## src/rtl/core/wft_ram.sv

```systemverilog
// generic simple dual port ram, one write and one registered read port
// no dependencies
module wft_ram #(
    parameter int WIDTH = 8,
    parameter int DEPTH = 256
) (
    input  logic                     i_clk,
    input  logic                     i_we,
    input  logic [$clog2(DEPTH)-1:0] i_waddr,
    input  logic [WIDTH-1:0]         i_wdata,
    input  logic                     i_re,
    input  logic [$clog2(DEPTH)-1:0] i_raddr,
    output logic [WIDTH-1:0]         o_rdata
);
    logic [WIDTH-1:0] r_mem [DEPTH];
    logic [WIDTH-1:0] r_rdata;

    always_ff @(posedge i_clk) begin
        if (i_we) begin
            r_mem[i_waddr] <= i_wdata;
        end
        if (i_re) begin
            r_rdata <= r_mem[i_raddr];
        end
    end

    assign o_rdata = r_rdata;
endmodule

```

## config.mk

```make
export PLATFORM = sky130hd
export DESIGN_NAME = wft_ram
export DESIGN_NICKNAME = d
export VERILOG_FILES = /design/src/rtl/core/wft_ram.sv
export SDC_FILE = /design/constraint.sdc
export NUM_CORES = 2
export LEC_CHECK = 0
export BUFFER_PORTS_ARGS = -buffer_cell sky130_fd_sc_hd__clkbuf_2
export CAP_MARGIN = 30
export CORE_ASPECT_RATIO = 0.7
export CORE_MARGIN = 1.5
export CORE_UTILIZATION = 50
export DETAILED_ROUTE_END_ITERATION = 10
export HOLD_SLACK_MARGIN = 0.05
export PLACE_DENSITY = 0.65
export SYNTH_ARGS = -nofsm -noshare
export SYNTH_HDL_FRONTEND = slang
export SYNTH_SLANG_ARGS = --single-unit
```

## constraint.sdc

```tcl
create_clock -name i_clk -period 7.4 [get_ports i_clk]
set_clock_uncertainty 0.15 [all_clocks]
set_input_delay 0.37 -clock i_clk [delete_from_list [all_inputs] [get_ports i_clk]]
set_output_delay 0.37 -clock i_clk [all_outputs]
set_load 0.03 [all_outputs]
```

### Word-level counts from Yosys, hierarchy flattened

Memories as Yosys holds them, arrays and structs flattened. A register that Yosys moved wholly into a read port is not among the register bits.
Index checks and enable logic that the tools add are counted.

* flip-flop bits (word level): 0
* output and inout port bits: 8
* input bits: 27
* logic and storage cells: 3
* bits in writable memories: 2048
* memories kept: 1

Memories
* r_mem: depth 256, width 8, rd ports 1, clocked after Yosys merged registers in 1, wr ports 1, RTL line 15 `logic [WIDTH-1:0] r_mem [DEPTH];`

* mux-type cells: 2

Operators with widths (count)
* 1-bit 2-to-1 mux: 2

### Logic depth before layout (Yosys ltp)

* depth in word-level cells: 2
* gate-level depth with buffers: 11
* mapped depth without buffers: 6

### Least setup slack after synthesis

No wires, ideal clock.

* path kind: input to register
* start: input i_raddr[0]
* end: register r_rdata[2] (netlist: o_rdata[2]) (read register of r_mem), data pin
* slack: 4.804 ns
* setup time: 0.269 ns
* cell stages on the path: 9
* data arrival time: 2.177 ns
* required time: 6.981 ns
* cells stage by stage: buf_6 > buf_12 > buf_8 > buf_2 > mux4_2 > a22oi_1 > a21oi_1 > nor4_1 > nor4_2

RTL lines
* start, declared: RTL line 12 `input logic [$clog2(DEPTH)-1:0] i_raddr,`
* end, declared: RTL line 16 `logic [WIDTH-1:0] r_rdata;`

==> summary.txt <==
Setup path
  – CP delay by family, top: buffers and inverters
  – Reg2Reg Depth: 7
  – Worst Setup EP: o_rdata[6]
  – CP startpoint: i_raddr[1]
  – Reg-to-reg startpoint: r_mem[77][1]
  – Critical Path, Cell by Cell: buf_8, buf_4, buf_4, mux4_2, a22oi_1, a21oi_1, nor4_2, nor4_2
  – Buffers & Inverters on Critical Path: 3
  – Worst Setup Path Type: in2reg
  – Crit. End Element: register
  – Slowest-stage cell, CP: nor4_2
  – Data arrival, critical path: 4.01 ns
  – Startpoint Class: input port
  – WP depth: 8
  – Worst-path fanout max: 87
  – R2R Setup Slk: 4.25 ns
  – FF-to-FF End: o_rdata[1]
  – Crit-path max cell delay: 0.92 ns
  – Required time of the critical path: 7.78 ns

STA
  – Hold_ws: 0.1321 ns
  – Final hold violations: 0
  – Final setup fails: 0
  – Fmax: 274.9 MHz
  – Unrepaired setup endpoints after global routing: no
  – Max Slew Vio Count: 0
  – Relative slew margins: 18.09%
  – Tmin final: 3.638 ns
  – Setup_tns: 0 ns
  – Fin crit share: 49.16%
  – Worst-Margin Slew: 1.229 ns

Clocking
  – Root buffer cell: clkbuf_16
  – TritonCTS clock tree: done
  – CTS Buf Count: 184
  – Post-cts repair resize count: 0
  – Clk Latency, worst-skew pair: 0.82 ns
  – Maximum clock path buffer count: 3
  – Sink Count: 2056
  – H-tree Lvls: 4
  – Clock transition at the registers of the reported paths: 0.07 ns

Detailed routing
  – WL final: 199500 um
  – Highest metal used: met5
  – Metal3 WL: 22950 um
  – Vias per cell: 6.478
  – First DRT Iteration DRCs: 5811
  – Initial DRT Pass Iterations: 5
  – Post-DRT Antenna Nets: 0
  – Post-detailed-route DRC marker count: 0
  – Met2 wire length: 86480 um
  – Routed len/inst: 32.79 um
  – Vias: 39416
  – Metal1 wirelength: 86380 um

GRT
  – Vias in the first global route: 38113
  – Grt ovf: 0
  – First-pass GRT wire length: 285000 um
  – GRT Util Overall: 24.90%
  – Largest net degree at the start of global routing: 213
  – Number of antenna violations at the first check in global routing: 13

Synth
  – Synth Cell Area: 79640 um^2
  – Ys async rst share: 0%
  – Synthesis Warnings: 0
  – Synth area leader: edfxtp_1
  – Count of cell types in the netlist: 54
  – Yosys top cell area share: 77.53%
  – Main synth FF type: edfxtp_1
  – Seq/Total Area, Yosys: 77.53%
  – Avg Inst Size Synth: 21.33 um^2
  – Largest cells by area after synthesis: edfxtp_1 78%, mux4_2 13%, mux2i_1 1.7%
  – Post-synth EDFFs: 2056
  – Yosys reg bits: 2056
  – Syn Nets: 3760
  – Post-Syn Instances: 3733

Floorplanning
  – Chip height: 336.9 um
  – Ports: 35
  – Starting Density: 50.36%
  – Area of the die: 161700 um^2
  – Die width: 480.0 um
  – Num rows: 122
  – Core footprint: 158100 um^2

Power and ir drop
  – Peak supply drop: 233.9 uV
  – Power per cell area: 261.4 nW/um^2
  – P_leak: 0.02680 uW

Place
  – Area after DPL: 82230 um^2
  – Post-DP HPWL: 119900 um
  – Gpl congestion: 0.8433
  – PortBufs: 34

Final layout
  – Layout area overhead: 10.41%
  – Post-route cell area: 87920 um^2
  – Layout cells sized above 1: 21.75%
  – Nets: 3865
  – Area occupied by multi-input gates: 16590 um^2
  – Fillers: 11755
  – Register Area: 61740 um^2

Run
  – Max-capacitance violation count: 0

Worst hold path
  – Hold depth: 1
  – Hold WC Path Type: in2reg

Run status
  – Status: finished clean
## metrics by stage
step                utilization [%]  worst slack [ns]  cells  total power (uW)
floorplan                         -             4.804   3733             13730
global placement              51.77             2.143   5716             14240
detailed placement            52.00             3.008   5744             14260
CTS                           55.49             3.876   6073             23070
global route                  55.59             3.655   6082             23560
finish                        55.60             3.762   6085             22990
## routing by layer
| layer | GRT usage (%) | up-vias |
|---|---|---|
| li1 | - | 15906 |
| met5 | 0 | - |
| met2 | 34.80 | 2258 |
| met4 | 5.708 | 6 |
| met1 | 39.36 | 21010 |
| met3 | 6.352 | 236 |
## sequential cells by signal, indices dropped and copies added, names as in the netlist
| register | flops |
|---|---|
| o_rdata | 8 |
| r_mem | 2048 |
## report_power, final
group | internal, uW | leakage [uW] | total (uW) | switching (uW)
logic | 387 | 0.00568 | 1170 | 783
registers | 12800 | 0.0185 | 12900 | 16.4
clock network | 4840 | 0.00264 | 8960 | 4120
## synthesized netlist by cell type (2+ instances only)
| cell | instances |
|---|---|
| edfxtp_1 | 2056 |
| mux4_2 | 454 |
| nor2_1 | 282 |
| mux2i_1 | 134 |
| a22oi_1 | 133 |
| clkbuf_1 | 111 |
| a21oi_1 | 96 |
| o221ai_1 | 46 |
| nand3_1 | 34 |
| nand2_1 | 33 |
| buf_2 | 31 |
| nor2b_1 | 31 |
| o22ai_1 | 28 |
| buf_4 | 27 |
| nor4_1 | 24 |
| buf_1 | 22 |
| nor3_1 | 22 |
| buf_6 | 21 |
| a211oi_1 | 16 |
| a221oi_1 | 13 |
| buf_8 | 13 |
| nand4_1 | 10 |
| o211ai_1 | 10 |
| o21ai_0 | 10 |
| a22o_1 | 8 |
| buf_12 | 8 |
| nand2b_1 | 8 |
| and2_1 | 6 |
| o22a_1 | 5 |
| o32ai_1 | 4 |
| or2_2 | 4 |
| nor4_2 | 3 |
| a2111oi_0 | 2 |
| a2111oi_1 | 2 |
| a311oi_1 | 2 |
| a31oi_1 | 2 |
| and3b_1 | 2 |
| mux4_1 | 2 |
| nand3b_1 | 2 |
| o21ai_1 | 2 |
## final cells by class
cell class / count / share of cell area [%]
antenna: 4 / 0.01138
clock buffer: 236 / 5.556
clock inverter: 85 / 0.6404
inverter: 2 / 0.008538
multi-input combinational: 1442 / 18.87
sequential: 2056 / 70.22
tap: 2108 / 3.000
timing repair buffer: 152 / 1.699
## worst min-delay path by stage
stage                           from            end  slack, ns
final                           i_re     o_rdata[7]       0.13
after global routing            i_re     o_rdata[7]       0.09
after CTS                       i_re     o_rdata[6]       0.07
after detailed placement  i_wdata[2]  r_mem[206][2]       0.64
after global placement    i_wdata[2]  r_mem[206][2]       0.63
after floorplan           i_wdata[0]    r_mem[0][0]       0.32
## layout by cell type, fill, tap and decap left out, types with 10 or more instances in the layout
| cell type | n |
|---|---|
| o21ai_0 | 10 |
| buf_12 | 13 |
| buf_4 | 81 |
| edfxtp_1 | 2056 |
| o211ai_1 | 10 |
| clkbuf_2 | 22 |
| a221oi_1 | 13 |
| clkbuf_16 | 188 |
| mux4_2 | 454 |
| clkbuf_1 | 48 |
| nand3_1 | 26 |
| o221ai_1 | 46 |
| nor2b_1 | 28 |
| nand2_1 | 33 |
| nor4_2 | 12 |
| a211oi_1 | 16 |
| buf_6 | 10 |
| nand4_1 | 10 |
| nor3_1 | 21 |
| a22oi_1 | 133 |
| clkinv_2 | 22 |
| clkinv_1 | 46 |
| a21oi_1 | 96 |
| mux2i_1 | 134 |
| nor4_1 | 15 |
| o22ai_1 | 28 |
| nor2_1 | 279 |
## worst register-to-register path, stage by stage, from the launching register on
cell and delay (ns):
edfxtp_1 0.36, mux4_2 0.50, nor2b_1 0.15, a211oi_1 0.45, nor2_1 0.21, nor4_1 0.68, buf_2 0.31, nor4_1 0.08
## cells by family after synthesis
| family | count (synthesis) | synth area share (%) |
|---|---|---|
| buf+inv | 235 | 1.829 |
| compound gates | 385 | 3.416 |
| flops | 2056 | 77.53 |
| simple gates | 466 | 2.625 |
| mux | 591 | 14.60 |
## repair_timing
| action | CTS | global route |
|---|---|---|
| endpoints found under the hold margin | 587 | 0 |
| buffers inserted | 0 | 0 |
| hold buffers | 8 | 0 |
Note: power is estimated with default switching activity, not from simulation.
