$ cat src/rtl/core/wft_pkg.sv
// word frequency table package: status and function codes, sequencer states,
// byte classification helpers; no dependencies
package wft_pkg;

    localparam int ENTRIES_DEF    = 256;
    localparam int WORD_CHARS_DEF = 30;
    localparam int COUNT_W        = 32;

    typedef enum logic [1:0] {
        FN_TEXT  = 2'd0,
        FN_FLUSH = 2'd1,
        FN_READ  = 2'd2,
        FN_NOP   = 2'd3
    } t_func;

    typedef enum logic [2:0] {
        ST_NONE      = 3'd0,
        ST_INSERTED  = 3'd1,
        ST_COUNTED   = 3'd2,
        ST_FULL      = 3'd3,
        ST_READ_OK   = 3'd4,
        ST_BAD_INDEX = 3'd5,
        ST_EMPTY     = 3'd6
    } t_status;

    typedef enum logic [4:0] {
        S_IDLE   = 5'b00001,
        S_SEARCH = 5'b00010,
        S_READ   = 5'b00100,
        S_HIT    = 5'b01000,
        S_DONE   = 5'b10000
    } t_state;

    typedef struct packed {
        logic       push;
        logic [7:0] data;
        logic       clear;
    } t_buf_ctl;

    typedef struct packed {
        t_status              status;
        logic [7:0]           pos;
        logic [COUNT_W-1:0]   cnt;
        logic [63:0]          chunk;
        logic                 trunc;
    } t_result;

    function automatic logic is_sep(input logic [7:0] b);
        return b == 8'd0 || (b >= 8'd9 && b <= 8'd13) || b == 8'd32;
    endfunction

    function automatic logic is_punct(input logic [7:0] b);
        return (b >= 8'd33 && b <= 8'd47) || (b >= 8'd58 && b <= 8'd64) ||
               (b >= 8'd91 && b <= 8'd96) || (b >= 8'd123 && b <= 8'd126);
    endfunction

    function automatic logic [7:0] upcase(input logic [7:0] b);
        return (b >= 8'd97 && b <= 8'd122) ? b - 8'd32 : b;
    endfunction

endpackage

$ cat src/rtl/core/wft_word_buf.sv
// word assembly buffer: appends bytes, flags overflow, clears on word end
// depends on wft_pkg
module wft_word_buf #(
    parameter int WORD_CHARS = wft_pkg::WORD_CHARS_DEF
) (
    input  logic                    i_clk,
    input  logic                    i_rst_n,
    input  wft_pkg::t_buf_ctl       i_ctl,
    output logic [8*WORD_CHARS-1:0] o_word,
    output logic                    o_empty,
    output logic                    o_overflow
);
    localparam int LW = $clog2(WORD_CHARS + 1);

    logic [7:0]    r_buf [WORD_CHARS];
    logic [LW-1:0] r_len;
    logic          r_ovf;

    always_ff @(posedge i_clk) begin
        if (!i_rst_n || i_ctl.clear) begin
            for (int k = 0; k < WORD_CHARS; k++) begin
                r_buf[k] <= 8'd0;
            end
            r_len <= '0;
            r_ovf <= 1'b0;
        end else if (i_ctl.push) begin
            if (r_len < LW'(WORD_CHARS)) begin
                for (int k = 0; k < WORD_CHARS; k++) begin
                    if (r_len == LW'(k)) begin
                        r_buf[k] <= i_ctl.data;
                    end
                end
                r_len <= r_len + LW'(1);
            end else begin
                r_ovf <= 1'b1;
            end
        end
    end

    always_comb begin
        for (int k = 0; k < WORD_CHARS; k++) begin
            o_word[8*k +: 8] = r_buf[k];
        end
    end

    assign o_empty    = (r_len == '0);
    assign o_overflow = r_ovf;
endmodule
$ cat config.mk
export PLATFORM = sky130hd
export DESIGN_NAME = wft_word_buf
export DESIGN_NICKNAME = d
export VERILOG_FILES = /design/src/rtl/core/wft_pkg.sv /design/src/rtl/core/wft_word_buf.sv
export SDC_FILE = /design/constraint.sdc
export NUM_CORES = 1
export LEC_CHECK = 0
export BUFFER_PORTS_ARGS = -buffer_cell sky130_fd_sc_hd__buf_2
export CAP_MARGIN = 20
export CORE_ASPECT_RATIO = 1.1
export CORE_MARGIN = 10
export CORE_UTILIZATION = 30
export DETAILED_ROUTE_END_ITERATION = 7
export GPL_ROUTABILITY_DRIVEN = 0
export GPL_TIMING_DRIVEN = 1
export PLACE_DENSITY = 0.64
export RECOVER_POWER = 100
export SLEW_MARGIN = 20
export SYNTH_ARGS = -nofsm -noshare
export SYNTH_HDL_FRONTEND = slang
export SYNTH_SLANG_ARGS = --single-unit
$ cat constraint.sdc
create_clock -name i_clk -period 1.7 [get_ports i_clk]
set_input_delay 0.085 -clock i_clk [delete_from_list [all_inputs] [get_ports i_clk]]
set_output_delay 0.085 -clock i_clk [all_outputs]
set_load 0.1 [all_outputs]
### Word level (Yosys, flattened, before mapping)

Memories as Yosys holds them, arrays and structs flattened.
Cells that the tools add are included.

* output and inout port bits: 242
* bits in writable memories: 240
* register bits: 6
* input port bits: 12
* memories kept: 1

Memories
* r_buf: words 30, width 8, read ports 30, clocked after Yosys merged registers in 0, write ports 30, RTL line wft_word_buf.sv:15 `logic [7:0] r_buf [WORD_CHARS];`

* bitwise gates (word level): 31
* magnitude comparators: 1
* $add $sub $neg: 1
* reduce and logical (&&, ||, !) cells: 5
* equality and inequality tests: 29
* muxes and demuxes: 182

Operator list (number)
* $mux 8: 30
* $mux 1: 152
* $eq 5x5->1 const B: 14
* $eq 5x4->1 const B: 8
* $or 1x1->1: 30
* $eq 5x3->1 const B: 4
* $eq 5x2->1 const B: 2
* $add 5x1->5 const B: 1
* $eq 5x1->1 const B: 1
* $logic_not 5->1: 1
* $lt 5x5->1 const B: 1
* $reduce_and 2->1: 2
* $logic_not 1->1: 1
* $logic_or 1x1->1: 1
* $not 1->1: 1

### Depth between registers and ports, before layout

* depth in word-level cells: 7
* gate-level depth with buffers: 6
* mapped depth without buffers: 5

### Least setup slack after synthesis

No wires, ideal clock.

* path kind: register to register
* start point: reg r_len[1]
* end point: mem r_buf[15][0], in the netlist r_buf[0][120], enable pin
* cell stages (with the launch flop): 6
* setup slack: -0.007 ns
* clock period less this slack: 1.707 ns
* required time: 1.371 ns
* library setup time: 0.329 ns
* arrival: 1.378 ns
* path buffers: 0
* cell sequence: dfxtp_1 > ha_1 > and3_1 > ha_1 > nand3_1 > nand2_1

RTL lines
* start: declaration: RTL line wft_word_buf.sv:16 `logic [LW-1:0] r_len;`
* start signal: assignment: RTL line wft_word_buf.sv:33 `r_len <= r_len + LW'(1);`
* end: declaration: RTL line wft_word_buf.sv:15

==> flow_summary.toml <==
[setup_path]
crit_top_cell = "ha_1"
crit_end = "r_buf[0][123]"
cp_slowest_stage_delay_ps = 360
regToRegSetupSlack_ps = 50
r2r-start = "r_len[0]"
critPathRequiredTime_ps = 1950
cp.arrival_ps = 1910
crit_fanout = 8
setup.worst_path.start_class = "register"
path_class = "register to register"
crit_start = "r_len[0]"
crit_chain = "buf_4, ha_1, and3_1, ha_1, nand3_1, buf_6, nor2_1"
cpMaxStageDelayCell = "dfxtp_4"
r2r_cells = 7
reg2reg_to = "r_buf[0][123]"
end_kind = "register"

[floorplanning]
placementRows = 65
ioPinCount = 254
die_w_um = 183.3
die_y_um = 199.6
die-area_um2 = 36600
initial_utilization_pct = 30.57
core_um2 = 28790

[yosys]
synth_nets = 546
synth_area_leaders = "edfxtp_1 (82%), nor2_1 (6.1%), nand3_2 (1.7%)"
yosys_warnings = 0
avgSynthCellArea_um2 = 16.67
syn_inst = 528
syn_area_um2 = 8801
synth_area_leader_cell = "edfxtp_1"
async_reset_ff_share_pct = 0
synth_ff_type = "edfxtp_1"
ys_seq_elements = 246
synth-seq-area-share_pct = 83.25
synth_edf_count = 240
synth_top_area_share_pct = 81.89
ys_types = 35

[power]
vdd_ir_drop_max_uv = 678.6
total_power_uw = 15980
leakagePower_uw = 0.004894
cellPowerDensity_nw_per_um2 = 1378

[timing]
hold_violations = 0
finalCritPeriodShare_pct = 97.22
period_minus_slack_ps = 1653
worst_slew_pin_slew_ps = 601.7
max_freq_ghz = 0.6051
slew_violations = 0
fin_tns_setup_ps = 0
rsz0062_at_grt = "false"
relSlewSlack_pct = 60.06
skew_ps = 15.59
setup_viol = 0

[global_routing]
grt_pass1_vias = 5859
antenna_found_initial = 2
grt.busiest_layer = "met2"
grt_max_degree = 30
grt_use_met3_pct = 6.085
grt_pass1_wl_mm = 38.08
track_usage_pct = 13.86
grt_overflow = 0
use_met1_pct = 16.67
use_met2_pct = 22.06

[clocking]
cts_tree = "done"
clkLatencyLatePin_ps = 520
clockBufferDepth = 3
cts_buffers = 25
cts.sinks = 246
htreeDepth = 1
cts_root_buffer = "clkbuf_16"
path_clk_slew_ps = 60

[place]
placedCellCount = 1177
dp_hpwl_mm = 19.35
port_buffers = 253

[detailed_routing]
wl_per_cell_um = 21.26
viasPerCell = 4.437
drc = 0
wl_mm = 26.11
ant_nets = 0
first_iter_violations = 316
dr.pass1.iters = 4
vias = 5449

[final_layout]
fin_util_pct = 40.29
syn2layout_area_growth_pct = 31.80
final.fill_count = 2708
nets = 859
final_cells = 1228
final_layout_size_suffix_gt1_share_pct = 42.14

[min_path]
worst_hold_path_type = "input pin to register"

[run_status]
outcome = "finished clean"

[run]
maxCapViolCount = 0
## cell usage in the layout, fill, tap and decap left out, types with 2 or more instances in the layout
master         count
inv_6              2
nor2_1           144
clkinv_2           4
ha_1               5
nand2_1           36
clkinv_1           2
clkbuf_2         258
buf_2             12
nor3_1             3
a31oi_1            2
buf_4             16
a21oi_1            2
nand4_1            2
edfxtp_1         240
dlygate4sd3_1      3
clkbuf_1          16
buf_6              2
inv_4              2
nand3_2            7
clkinvlp_4         2
and4b_1            2
nand3_1           15
dfxtp_1            4
bufinv_16          4
nor2b_4            2
buf_12             8
nand2_2           11
a21o_1             2
clkbuf_16         25
dfxtp_4            2
inv_1             10
## power breakdown
group / internal [uW] / switching [uW] / total, uW
clock network: 3320 / 2250 / 5570
registers: 7000 / 124 / 7120
logic: 315 / 2970 / 3280
## timing repair
item / in CTS / in global routing
setup endpoints to repair: 1 / 54
hold endpoints to repair: 6 / 0
resized for setup: 12 / 9
hold buffers: 3 / 0
pin swaps: 2 / 0
setup buffers: 2 / 0
## kinds of logic (layout without fill, tap and decap cells)
logic type / after synthesis / count (layout) / share of synthesized area (%)
other: 0 / 1 / 0
DFF: 246 / 246 / 83.25
AOI/OAI and AO/OA: 10 / 10 / 0.7818
muxes: 1 / 1 / 0.1137
buffers and inverters: 36 / 367 / 2.602
adders and majority gates: 6 / 6 / 0.8530
and+or+nand+nor: 229 / 229 / 12.40
## layout make-up
| type | count | area [um2] | area share, % |
|---|---|---|---|
| Inverter | 12 | 50.05 | 0.4315 |
| Clock inverter | 14 | 180.2 | 1.553 |
| Timing Repair Buffer | 310 | 1729 | 14.91 |
| Tap cell | 368 | 460.4 | 3.969 |
| Sequential cell | 246 | 7335 | 63.23 |
| Multi-Input combinational cell | 246 | 1195 | 10.30 |
| Antenna cell | 1 | 2.502 | 0.02157 |
| Clock buffer | 31 | 648.1 | 5.587 |
## Yosys cell counts, types with 5 or more instances
cell	number
edfxtp_1	240
nor2_1	144
nand2_1	39
nand3_2	15
inv_1	12
buf_2	11
buf_6	6
dfxtp_1	6
ha_1	6
buf_4	5
nand2_2	5
nand3_1	5
## state kept, by name (all words and copies together) (netlist names)
name and cells:
r_len 5, r_buf 240, o_overflow 1
## how the worst min path moves through the flow
stage	start	endpoint	cells after the start
finish	i_ctl[0]	r_len[2]	3
global route	i_ctl[0]	r_len[2]	3
CTS	i_ctl[0]	r_len[2]	3
detailed placement	o_overflow	o_overflow	1
global placement	o_overflow	o_overflow	1
floorplan	i_rst_n	r_len[2]	2
## stage by stage
stage	hold WS (ps)	setup slack (ps)	instance area (um2)
2_1_floorplan	277.5	23.66	8803
3_3_place_gp	449.1	86.88	10840
3_5_place_dp	456.2	61.50	10840
4_1_cts	16.47	5.438	11750
5_1_grt	32.67	2.093	11600
6_report	18.48	47.32	11600
## worst max-delay path, delay by kind of cell, from the launching register on
family	cells	cell delay (ps)
flops	1	360
buf+inv	2	290
fa+ha+maj	2	390
simple gates	3	350
## routing by layer
metal	vias up	part of all wire, %
met3	45	12
met4	2	2.3
met2	259	46
met5	-	0.046
li1	2506	-
met1	2637	39
Note: power is estimated with default switching activity, not from simulation.
